<file path="src/sv/kscl_pkg.sv">
// shared types, key codes and lookup tables for the keypad code lock
`timescale 1ns / 1ps

package kscl_pkg;

    // key codes
    localparam logic [4:0] KEY_NONE    = 5'd0;
    localparam logic [4:0] KEY_CLEAR   = 5'd15;
    localparam logic [4:0] KEY_CONFIRM = 5'd16;

    // event codes
    localparam logic [2:0] EV_NONE     = 3'd0;
    localparam logic [2:0] EV_STORED   = 3'd1;
    localparam logic [2:0] EV_CLEARED  = 3'd2;
    localparam logic [2:0] EV_OVERFLOW = 3'd3;
    localparam logic [2:0] EV_CORRECT  = 3'd4;
    localparam logic [2:0] EV_WRONG    = 3'd5;

    // register indexes (word address bits 3..2)
    localparam logic [1:0] REG_LOCK_ENABLE    = 2'd0;
    localparam logic [1:0] REG_CODE_DIGITS    = 2'd1;
    localparam logic [1:0] REG_HOLD_THRESHOLD = 2'd2;

    // register reset values
    localparam logic        RST_LOCK_ENABLE    = 1'b1;
    localparam logic [23:0] RST_CODE_DIGITS    = 24'h200997;
    localparam logic [7:0]  RST_HOLD_THRESHOLD = 8'd5;

    localparam int CODE_NIBBLES = 6;
    localparam logic [3:0] BCD_MAX = 4'd9;

    typedef struct packed {
        logic [3:0] column_drive;
        logic [4:0] key_code;
        logic [2:0] event_res;
        logic [2:0] entered_count;
        logic       pass_right;
    } t_result;

    // row 0 is pin 4, column 0 is pin 0
    function automatic logic [4:0] key_lookup(input logic [1:0] row, input logic [1:0] col);
        logic [4:0] key;
        unique case ({row, col})
            4'h0: key = 5'd14;
            4'h1: key = KEY_CONFIRM;
            4'h2: key = 5'd1;
            4'h3: key = KEY_CLEAR;
            4'h4: key = 5'd13;
            4'h5: key = 5'd10;
            4'h6: key = 5'd9;
            4'h7: key = 5'd8;
            4'h8: key = 5'd12;
            4'h9: key = 5'd7;
            4'hA: key = 5'd6;
            4'hB: key = 5'd5;
            4'hC: key = 5'd11;
            4'hD: key = 5'd4;
            4'hE: key = 5'd3;
            4'hF: key = 5'd2;
            default: key = KEY_NONE;
        endcase
        return key;
    endfunction

    // index of the single set bit; valid flag false when not exactly one
    function automatic logic [2:0] one_hot4(input logic [3:0] v);
        logic [2:0] res;
        unique case (v)
            4'b0001: res = 3'b100;
            4'b0010: res = 3'b101;
            4'b0100: res = 3'b110;
            4'b1000: res = 3'b111;
            default: res = 3'b000;
        endcase
        return res;
    endfunction

endpackage

</file>
<file path="src/sv/keypad_scan_code_lock.sv">
// keypad scanner with code lock: decode, hold qualifier, entry store and compare
`timescale 1ns / 1ps

// Usage: each request on the input channel (i_in_valid / o_in_stall) is either a
// column sweep tick (i_kind = 0) or a pin sample to decode (i_kind = 1). Every
// request yields exactly one result on the output channel (o_out_valid /
// i_out_stall): column levels, decoded key, event, entry count and right flag.
// A request is taken when valid is high and stall is low at a rising edge.
// The decode, hold counter, slot write and parallel compare of all code slots
// sit between the state registers and the result register, so one request per
// cycle is sustained while o_in_stall is low. A two-entry output stage (result
// register plus skid register) keeps accepting one more request while the
// receiver stalls; o_in_stall rises only once both entries hold results.
// Configuration goes through the APB port (lock enable at 0x0, code digits
// at 0x4, hold threshold at 0x8) and must be written only while the block is
// idle; the block does not enforce this. Synchronous active-low reset restores
// the default configuration, sets the sweep to the last column, clears the
// entry slots and counters, sets the right flag and empties the output stage.
module keypad_scan_code_lock
    import kscl_pkg::*;
#(
    parameter int CODE_LENGTH = 6
) (
    input  logic        i_clk,
    input  logic        i_rst_n,
    // input channel
    input  logic        i_in_valid,
    output logic        o_in_stall,
    input  logic        i_kind,
    input  logic [7:0]  i_pin_levels,
    // output channel
    output logic        o_out_valid,
    input  logic        i_out_stall,
    output logic [3:0]  o_column_drive,
    output logic [4:0]  o_key_code,
    output logic [2:0]  o_event_res,
    output logic [2:0]  o_entered_count,
    output logic        o_pass_right,
    // configuration
    input  logic        psel,
    input  logic        penable,
    input  logic        pwrite,
    input  logic [3:0]  paddr,
    input  logic [31:0] pwdata,
    output logic [31:0] prdata,
    output logic        pready
);

    localparam logic [3:0] CODE_LEN_W = 4'(CODE_LENGTH);
    localparam logic [2:0] COUNT_MAX  = 3'd7;

    // configuration registers
    logic        r_lock_enable;
    logic [23:0] r_code_digits;
    logic [7:0]  r_hold_threshold;

    // lock state
    logic [1:0]  r_sweep_phase, n_sweep_phase;
    logic [4:0]  r_last_key, n_last_key;
    logic [7:0]  r_hold_count, n_hold_count;
    logic [2:0]  r_entry_count, n_entry_count;
    logic [4:0]  r_slots [CODE_LENGTH];
    logic [4:0]  n_slots [CODE_LENGTH];
    logic        r_right_flag, n_right_flag;

    // output stage
    t_result     r_out, r_skid, n_result;
    logic        r_out_valid, r_skid_valid;

    logic        in_accept, out_accept, cfg_write;
    logic [2:0]  row_hot, col_hot;
    logic [4:0]  key;
    logic [7:0]  thr, hold_inc;
    logic        same_key, key_accept, code_match;
    logic [2:0]  count_inc;
    logic [2:0]  ev;

    function automatic logic [3:0] code_nibble(input logic [23:0] code, input int k);
        logic [3:0] nib;
        nib = 4'd0;
        if (k >= 0 && k < CODE_NIBBLES) begin
            nib = code[4*k +: 4];
        end
        return nib;
    endfunction

    assign in_accept  = i_in_valid & ~o_in_stall;
    assign out_accept = r_out_valid & ~i_out_stall;
    assign o_in_stall = r_skid_valid;
    assign cfg_write  = psel & penable & pwrite & pready;
    assign pready     = 1'b1;

    always_comb begin
        prdata = 32'd0;
        unique case (paddr[3:2])
            REG_LOCK_ENABLE:    prdata = {31'd0, r_lock_enable};
            REG_CODE_DIGITS:    prdata = {8'd0, r_code_digits};
            REG_HOLD_THRESHOLD: prdata = {24'd0, r_hold_threshold};
            default:            prdata = 32'd0;
        endcase
    end

    // key decode: both groups low active, exactly one low in each
    always_comb begin
        row_hot = one_hot4(~i_pin_levels[7:4]);
        col_hot = one_hot4(~i_pin_levels[3:0]);
        key = (row_hot[2] && col_hot[2]) ? key_lookup(row_hot[1:0], col_hot[1:0]) : KEY_NONE;
    end

    // hold qualifier
    always_comb begin
        thr      = (r_hold_threshold == 8'd0) ? 8'd1 : r_hold_threshold;
        same_key = (key != KEY_NONE) && (key == r_last_key);
        hold_inc = same_key ? ((r_hold_count == 8'hFF) ? 8'hFF : r_hold_count + 8'd1) : 8'd0;
        key_accept = i_kind && r_lock_enable && (hold_inc >= thr);
    end

    // compare all slots against the configured code
    always_comb begin
        count_inc  = (r_entry_count == COUNT_MAX) ? COUNT_MAX : r_entry_count + 3'd1;
        code_match = ({1'b0, count_inc} >= CODE_LEN_W);
        for (int i = 0; i < CODE_LENGTH; i++) begin
            if (code_nibble(r_code_digits, CODE_LENGTH - 1 - i) > BCD_MAX ||
                r_slots[i] != {1'b0, code_nibble(r_code_digits, CODE_LENGTH - 1 - i)} + 5'd1) begin
                code_match = 1'b0;
            end
        end
    end

    always_comb begin
        n_sweep_phase = r_sweep_phase;
        n_last_key    = r_last_key;
        n_hold_count  = r_hold_count;
        n_entry_count = r_entry_count;
        n_right_flag  = r_right_flag;
        ev            = EV_NONE;
        for (int i = 0; i < CODE_LENGTH; i++) begin
            n_slots[i] = r_slots[i];
        end

        if (!i_kind) begin
            n_sweep_phase = r_sweep_phase + 2'd1;
        end else if (r_lock_enable) begin
            n_last_key   = key;
            n_hold_count = key_accept ? 8'd0 : hold_inc;
            if (key_accept) begin
                n_entry_count = count_inc;
                if (key == KEY_CONFIRM) begin
                    n_right_flag = code_match;
                    ev = code_match ? EV_CORRECT : EV_WRONG;
                end else if (key == KEY_CLEAR) begin
                    n_entry_count = 3'd0;
                    ev = EV_CLEARED;
                    for (int i = 0; i < CODE_LENGTH; i++) begin
                        n_slots[i] = KEY_NONE;
                    end
                end else if ({1'b0, r_entry_count} >= CODE_LEN_W) begin
                    ev = EV_OVERFLOW;
                end else begin
                    ev = EV_STORED;
                    for (int i = 0; i < CODE_LENGTH; i++) begin
                        if ({1'b0, r_entry_count} == 4'(i)) begin
                            n_slots[i] = key;
                        end
                    end
                end
            end
        end

        n_result.column_drive  = ~(4'b0001 << n_sweep_phase);
        n_result.key_code      = i_kind ? key : KEY_NONE;
        n_result.event_res     = ev;
        n_result.entered_count = n_entry_count;
        n_result.pass_right    = n_right_flag & r_lock_enable;
    end

    always_ff @(posedge i_clk) begin
        if (!i_rst_n) begin
            r_lock_enable    <= RST_LOCK_ENABLE;
            r_code_digits    <= RST_CODE_DIGITS;
            r_hold_threshold <= RST_HOLD_THRESHOLD;
        end else if (cfg_write) begin
            unique case (paddr[3:2])
                REG_LOCK_ENABLE:    r_lock_enable    <= pwdata[0];
                REG_CODE_DIGITS:    r_code_digits    <= pwdata[23:0];
                REG_HOLD_THRESHOLD: r_hold_threshold <= pwdata[7:0];
                default: ;
            endcase
        end
    end

    always_ff @(posedge i_clk) begin
        if (!i_rst_n) begin
            r_sweep_phase <= 2'd3;
            r_last_key    <= KEY_NONE;
            r_hold_count  <= 8'd0;
            r_entry_count <= 3'd0;
            r_right_flag  <= 1'b1;
            for (int i = 0; i < CODE_LENGTH; i++) begin
                r_slots[i] <= KEY_NONE;
            end
        end else if (in_accept) begin
            r_sweep_phase <= n_sweep_phase;
            r_last_key    <= n_last_key;
            r_hold_count  <= n_hold_count;
            r_entry_count <= n_entry_count;
            r_right_flag  <= n_right_flag;
            for (int i = 0; i < CODE_LENGTH; i++) begin
                r_slots[i] <= n_slots[i];
            end
        end
    end

    // result register with skid entry behind it
    always_ff @(posedge i_clk) begin
        if (!i_rst_n) begin
            r_out_valid  <= 1'b0;
            r_skid_valid <= 1'b0;
        end else if (out_accept || !r_out_valid) begin
            if (r_skid_valid) begin
                r_out_valid  <= 1'b1;
                r_skid_valid <= 1'b0;
            end else begin
                r_out_valid <= in_accept;
            end
        end else if (in_accept) begin
            r_skid_valid <= 1'b1;
        end
    end

    always_ff @(posedge i_clk) begin
        if (out_accept || !r_out_valid) begin
            if (r_skid_valid) begin
                r_out <= r_skid;
            end else if (in_accept) begin
                r_out <= n_result;
            end
        end else if (in_accept) begin
            r_skid <= n_result;
        end
    end

    assign o_out_valid     = r_out_valid;
    assign o_column_drive  = r_out.column_drive;
    assign o_key_code      = r_out.key_code;
    assign o_event_res     = r_out.event_res;
    assign o_entered_count = r_out.entered_count;
    assign o_pass_right    = r_out.pass_right;

endmodule
</file>
<file path="config.mk">
export PLATFORM = sky130hd
export DESIGN_NAME = keypad_scan_code_lock
export DESIGN_NICKNAME = d
export VERILOG_FILES = /design/src/sv/kscl_pkg.sv /design/src/sv/keypad_scan_code_lock.sv
export SDC_FILE = /design/constraint.sdc
export NUM_CORES = 1
export LEC_CHECK = 0
export BUFFER_PORTS_ARGS = -buffer_cell sky130_fd_sc_hd__buf_2
export CAP_MARGIN = 20
export CORE_ASPECT_RATIO = 1.25
export CORE_MARGIN = 2
export CORE_UTILIZATION = 50
export DETAILED_ROUTE_END_ITERATION = 6
export HOLD_SLACK_MARGIN = 0.1
export PLACE_DENSITY = 0.81
export SETUP_SLACK_MARGIN = 0.1
export SKIP_CTS_REPAIR_TIMING = 1
export SLEW_MARGIN = 20
export SYNTH_ARGS = -nofsm -noshare
export SYNTH_HDL_FRONTEND = slang
export SYNTH_SLANG_ARGS = --single-unit
</file>
<file path="constraint.sdc">
create_clock -name i_clk -period 5.25 [get_ports i_clk]
set_clock_uncertainty 0.05 [all_clocks]
set_input_delay 0.525 -clock i_clk [delete_from_list [all_inputs] [get_ports i_clk]]
set_output_delay 0.525 -clock i_clk [all_outputs]
set_load 0.1 [all_outputs]
</file>
---- After elaboration in Yosys (flattened, before gate mapping) ----
Memories as Yosys holds them, arrays and structs flattened.
Cells that the tools add are included.
storage, ports and cells
  register bits after elaboration ......... 86
  bits in latches ......................... 0
  memory bits (writable) .................. 30
  memory bits (read-only) ................. 80
  output and inout bits ................... 51
  logic and storage cells ................. 167
  memories kept ........................... 2
memories
  memory           words  width  read ports  clocked after memory_dff  wr ports  line                         text
  (no name shown)  16     5      1           0                         0         kscl_pkg.sv:43               unique case ({row, col})
  r_slots          6      5      6           0                         6         keypad_scan_code_lock.sv:62  logic [4:0] r_slots [CODE_LENGTH];
cells by class
  $add $sub $neg .......................... 9
  multiply operators ...................... 0
  divide/modulo/power cells ............... 0
  magnitude comparators ................... 9
  eq/ne operators ......................... 26
  shift-type cells ........................ 1
  mux-type cells .......................... 58
  bitwise logic cells ..................... 18
  reductions and logical operators ........ 24
operator list
  operator                                                          count
  30-bit two-way mux                                                6
  24-bit one-hot mux with 3 select lines                            1
  5-bit two-way mux                                                 14
  16-bit two-way mux                                                2
  8-bit two-way mux                                                 4
  4-bit by 1-bit adder with 5-bit output (second input constant)    6
  3-bit two-way mux                                                 10
  5-bit inequality test                                             6
  4-bit greater-than comparator (second input constant)             6
  3-bit one-hot mux with 4 select lines                             2
  1-bit two-way mux                                                 16
  4-bit inverter                                                    3
  2-bit AND reduction                                               5
  3-bit == test (second input constant)                             3
  8-bit by 1-bit adder with 8-bit output (second input constant)    1
  4-bit by 1-bit == test with 1-bit output (second input constant)  2
  4-bit by 2-bit == test with 1-bit output (second input constant)  2
  4-bit by 3-bit == test with 1-bit output (second input constant)  2
  4-bit == test (second input constant)                             2
  8-bit == test (second input constant)                             1
  8-bit greater-or-equal comparator                                 1
  8-bit logical NOT                                                 1
  1-bit logical OR                                                  7
  3-bit by 2-bit == test with 1-bit output (second input constant)  2
  other kinds (22)                                                  40

---- Depth between registers and ports, before layout ----
  word-level depth ........................ 16
  mapped depth ............................ 23
  depth with buffers taken out ............ 20

---- Least setup slack after synthesis ----
Ideal clock, no wire load.
  path type ............................... input to register
  from .................................... input port i_pin_levels[1]
  to ...................................... memory r_slots[0][0] (enable)
  setup time .............................. 0.290 ns
  arrival ................................. 4.517 ns
  data required time ...................... 4.910 ns
  setup slack ............................. 0.393 ns
  stages on the path ...................... 22
  cells stage by stage .................... xor2_1 nand3_1 inv_1 ha_1 or3b_2 a21oi_1 a211oi_1 or2_1 buf_6 xnor2_2 nor4_4 nand2_2 buf_6 a21oi_1 ha_1 a21o_1 a21oi_1 o211ai_1 a21oi_1 nor3_1 o221ai_1 a21oi_1
RTL lines
  what                line                         text
  start: declaration  keypad_scan_code_lock.sv:30  input logic [7:0] i_pin_levels,
  end: declaration    keypad_scan_code_lock.sv:62

==> results list <==
- After synthesis the netlist holds a flip-flop and latch count of 116.
- Count of unique library cells instantiated by Yosys: 67
* Critical path fanouts, max: 6
- The average instance in the mapped netlist occupies 9.83 sq um.
* Die Y-Extent: 131 um
* Critical path capture point type: register
- Count of warnings emitted by yosys: 0
- Number of iterations in the first detailed-routing pass: 4
- The first routing iteration left 324 violations.
* Number of enable-type register cells in the synthesized netlist: 62
* Combinational family with the most area after synthesis: simple AND/OR/NAND/NOR gates
- The filler cells instantiated in the layout total 1013.
* Maximum clock frequency: 0.210 GHz
- Required arrival time at the worst endpoint: 5.37 ns
- Count of final setup violators: 0
- CTS buffer count: 17
- Final worst slack: 0.499 ns
* Slowest stage cell on the critical path: sky130_fd_sc_hd__or3b_2
- Summing all multi-input logic gate instances after layout gives 3180 sq um.
- Number of nets in the finished design: 830
- No sink is reached through more buffers than the 2 on the longest clock path.
* Post-DRT Antenna Nets: 0
- For this configuration, the core starts out at a cell density of 0.510.
- Max Cap Violations: 0
* Die boundary width: 105 um
- The number of endpoints with negative hold slack in the final report is 0.
- At the pin with the least slew margin, the transition time is 1.06 ns.
- Grouping stages by cell kind, the critical path spends the most delay in simple AND/OR/NAND/NOR gates.
- VDD sags by at most 0.208 mV.
* Fraction of layout cells with a size suffix above 1: 0.207
- Timing analysis after detailed placement gives a worst setup slack of 0.117 ns.
- Kind of launch point of the worst setup path: primary input
- Count of standard-cell rows: 46
- Via-to-Cell Ratio: 5.50
- Max-slew violation count: 0
- Storage cell area: 2940 sq um
- The tree is rooted in a sky130_fd_sc_hd__clkbuf_16.
- Number of clock sinks: 116
- Placer Congestion: 0.870
- The run finished with clean final reports.
- Counting I/O delays and the setup requirement, the final critical path takes 4.75 ns.
- The initial antenna violation count came to 0.
- The routed layout has 5084 vias.
* Clk slew on worst S/H paths: 0.06 ns
* Gr ovfl total: 0
* Gate count of the mapped netlist: 654
* Final HPWL DP: 10.8 mm
- After detailed routing, the number of remaining DRC violations is 0.
* Total wirelength of the detailed-routed design: 14.7 mm
* Total design power: 2.43 mW
* Routed wirelength normalized by instance count: 15.9 um
- The later pin in the worst-skew pair is clocked with a latency of 0.41 ns.
- ANT cells: 0
- Of the total synthesized cell area, the portion taken by XOR and XNOR cells is 0.0640.
- Entering global routing, the biggest net connects 30 pins.
* Fraction of the mapped netlist area in compound gates: 0.133
- The tightest min-delay check is of the in2reg type.
- In this design, the critical path's most frequently occurring cell is sky130_fd_sc_hd__a21oi_1.
* Seq/Total Area, Yosys: 0.458
- Areal power density over the cells: 320 nW/um^2
- Number of global-route vias before repair: 5200
- Worst stage delay on the critical path: 0.44 ns
- Of the total synthesized cell area, the portion taken by AND, OR, NAND and NOR gates is 0.184.
* Top-level port count: 103
* Final period util: 0.905
- H-Tree Level Count: 4
- Area growth from synthesis to layout: 17.9%
- TritonCTS clock tree: built
* Arithmetic-cell share of the synthesized area counting full adders, half adders and majority gates: 0.0677
* Die area: 13800 sq um
* Fraction of registers with async set or reset after synthesis: 0
* Port Buffer Count: 83
- First-pass GRT wire length: 24.2 mm
* Arrival time of data at the critical path endpoint: 4.87 ns
- Placeable core region: 12600 sq um
- TNS Setup: 0 ns
- Cell area after synthesis: 6430 sq um
- The portion of synthesized area spent on multiplexers is 0.0399.
- Across every metal layer, demand over resource in global routing totals 0.222.
- In this run the tightest slew margin relative to its limit is 0.291.
- Setup repair after global routing left no endpoint under its margin.
- By startpoint and endpoint, the worst setup path is classified as in2reg.
* Critical-path cell list: buf_2 > xor2_1 > nand3_1 > inv_1 > ha_1 > or3b_2 > a21oi_1 > a211oi_1 > or2_1 > xnor2_2 > nor4_4 > nand3_1 > ha_1 > nand2b_1 > a21o_1 > a21oi_1 > o211ai_1 > a21oi_1 > buf_4 > nor3_1 > o221ai_1 > a21oi_1 > buf_4
- Most used flip-flop cell after synthesis: sky130_fd_sc_hd__edfxtp_1
* Standby leakage power: 3.02 nW
- Counting both buffers and inverters, the worst setup path holds a total of 4.
==> Yosys cell counts (all sizes together) (20+ instances only) <==
cell type / count / area, sq um
nand2: 86 / 325
edfxtp: 62 / 1860
dfxtp: 54 / 1080
a21oi: 46 / 230
nor2: 41 / 161
ha: 34 / 425
inv: 32 / 120
and2: 23 / 144
xnor2: 22 / 219
xor2: 22 / 193
buf: 20 / 139
==> metrics by stage <==
| step | cell area, sq um | std cells | utilization | hold slack (ns) |
|---|---|---|---|---|
| after floorplan | 6450 | 661 | - | 0.396 |
| after global placement | 7020 | 893 | 0.557 | 0.413 |
| after detailed placement | 7020 | 893 | 0.557 | 0.430 |
| after CTS | 7580 | 925 | 0.601 | 0.264 |
| after global routing | 7580 | 925 | 0.601 | 0.256 |
| final | 7580 | 925 | 0.601 | 0.273 |
==> layout by cell type (no fill, tap or decap), types with 22 or more instances in the layout <==
master,netlist,layout
sky130_fd_sc_hd__buf_2,3,83
sky130_fd_sc_hd__nor2_1,40,40
sky130_fd_sc_hd__ha_1,34,34
sky130_fd_sc_hd__dfxtp_1,54,54
sky130_fd_sc_hd__inv_1,32,32
sky130_fd_sc_hd__and2_1,23,23
sky130_fd_sc_hd__a21oi_1,46,46
sky130_fd_sc_hd__xor2_1,22,22
sky130_fd_sc_hd__nand2_1,85,85
sky130_fd_sc_hd__edfxtp_1,62,62
==> final timing paths <==
kind,from,to,slack (ns),depth (start not counted)
worst max register to register,r_hold_count[0]$_SDFFE_PN0P_,r_slots[1][1]$_DFFE_PP_,1.10,18
worst max-delay path,i_pin_levels[1],r_slots[1][1]$_DFFE_PP_,0.50,23
worst min register to register,r_last_key[2]$_SDFFE_PN0P_,r_last_key[2]$_SDFFE_PN0P_,0.44,2
worst min-delay path,pwdata[11],r_code_digits[11]$_SDFFE_PN1P_,0.27,3
==> layout make-up <==
| class | count | area share |
|---|---|---|
| inverter | 34 | 0.0168 |
| tap | 168 | 0.0277 |
| timing repair buffer | 102 | 0.0736 |
| clock buffer | 18 | 0.0566 |
| clock inverter | 14 | 0.0172 |
| multi-input combinational | 473 | 0.420 |
| sequential | 116 | 0.388 |
==> sequential cells by signal, indices dropped and copies added, names as in the netlist, 4 cells and up <==
name / count
r_slots: 30
r_hold_threshold: 8
r_last_key: 5
o_column_drive: 4
r_code_digits: 24
r_skid: 16
o_key_code: 5
r_hold_count: 8
==> per-layer routing <==
metal / GRT usage / vias up / wire (um)
li1: - / 2476 / -
met1: 0.241 / 2417 / 5770
met2: 0.414 / 164 / 7800
met3: 0.0551 / 27 / 785
met4: 0.0941 / 0 / 345
met5: 0 / - / 0
==> where the power goes <==
part	switching [mW]	leakage, nW	internal (mW)
clock	0.423	0.249	0.653
combinational	0.247	1.73	0.0910
sequential	0.0205	1.04	0.992
total	0.690	3.02	1.74
==> tightest hold or removal path, delay by kind of cell <==
family | cells | cell delay [ns]
simple gates | 2 | 0.10
buf+inv | 1 | 0.07
==> cells by family (layout without fill, tap and decap cells) <==
group | after synthesis | in the layout
AOI/OAI and AO/OA | 124 | 124
adders and majority gates | 35 | 35
other | 2 | 9
buffers and inverters | 72 | 168
and+or+nand+nor | 237 | 237
muxes | 24 | 24
xor gates and xnor gates | 44 | 44
DFF | 116 | 116
No activity file was read; power rests on OpenSTA's default activity.
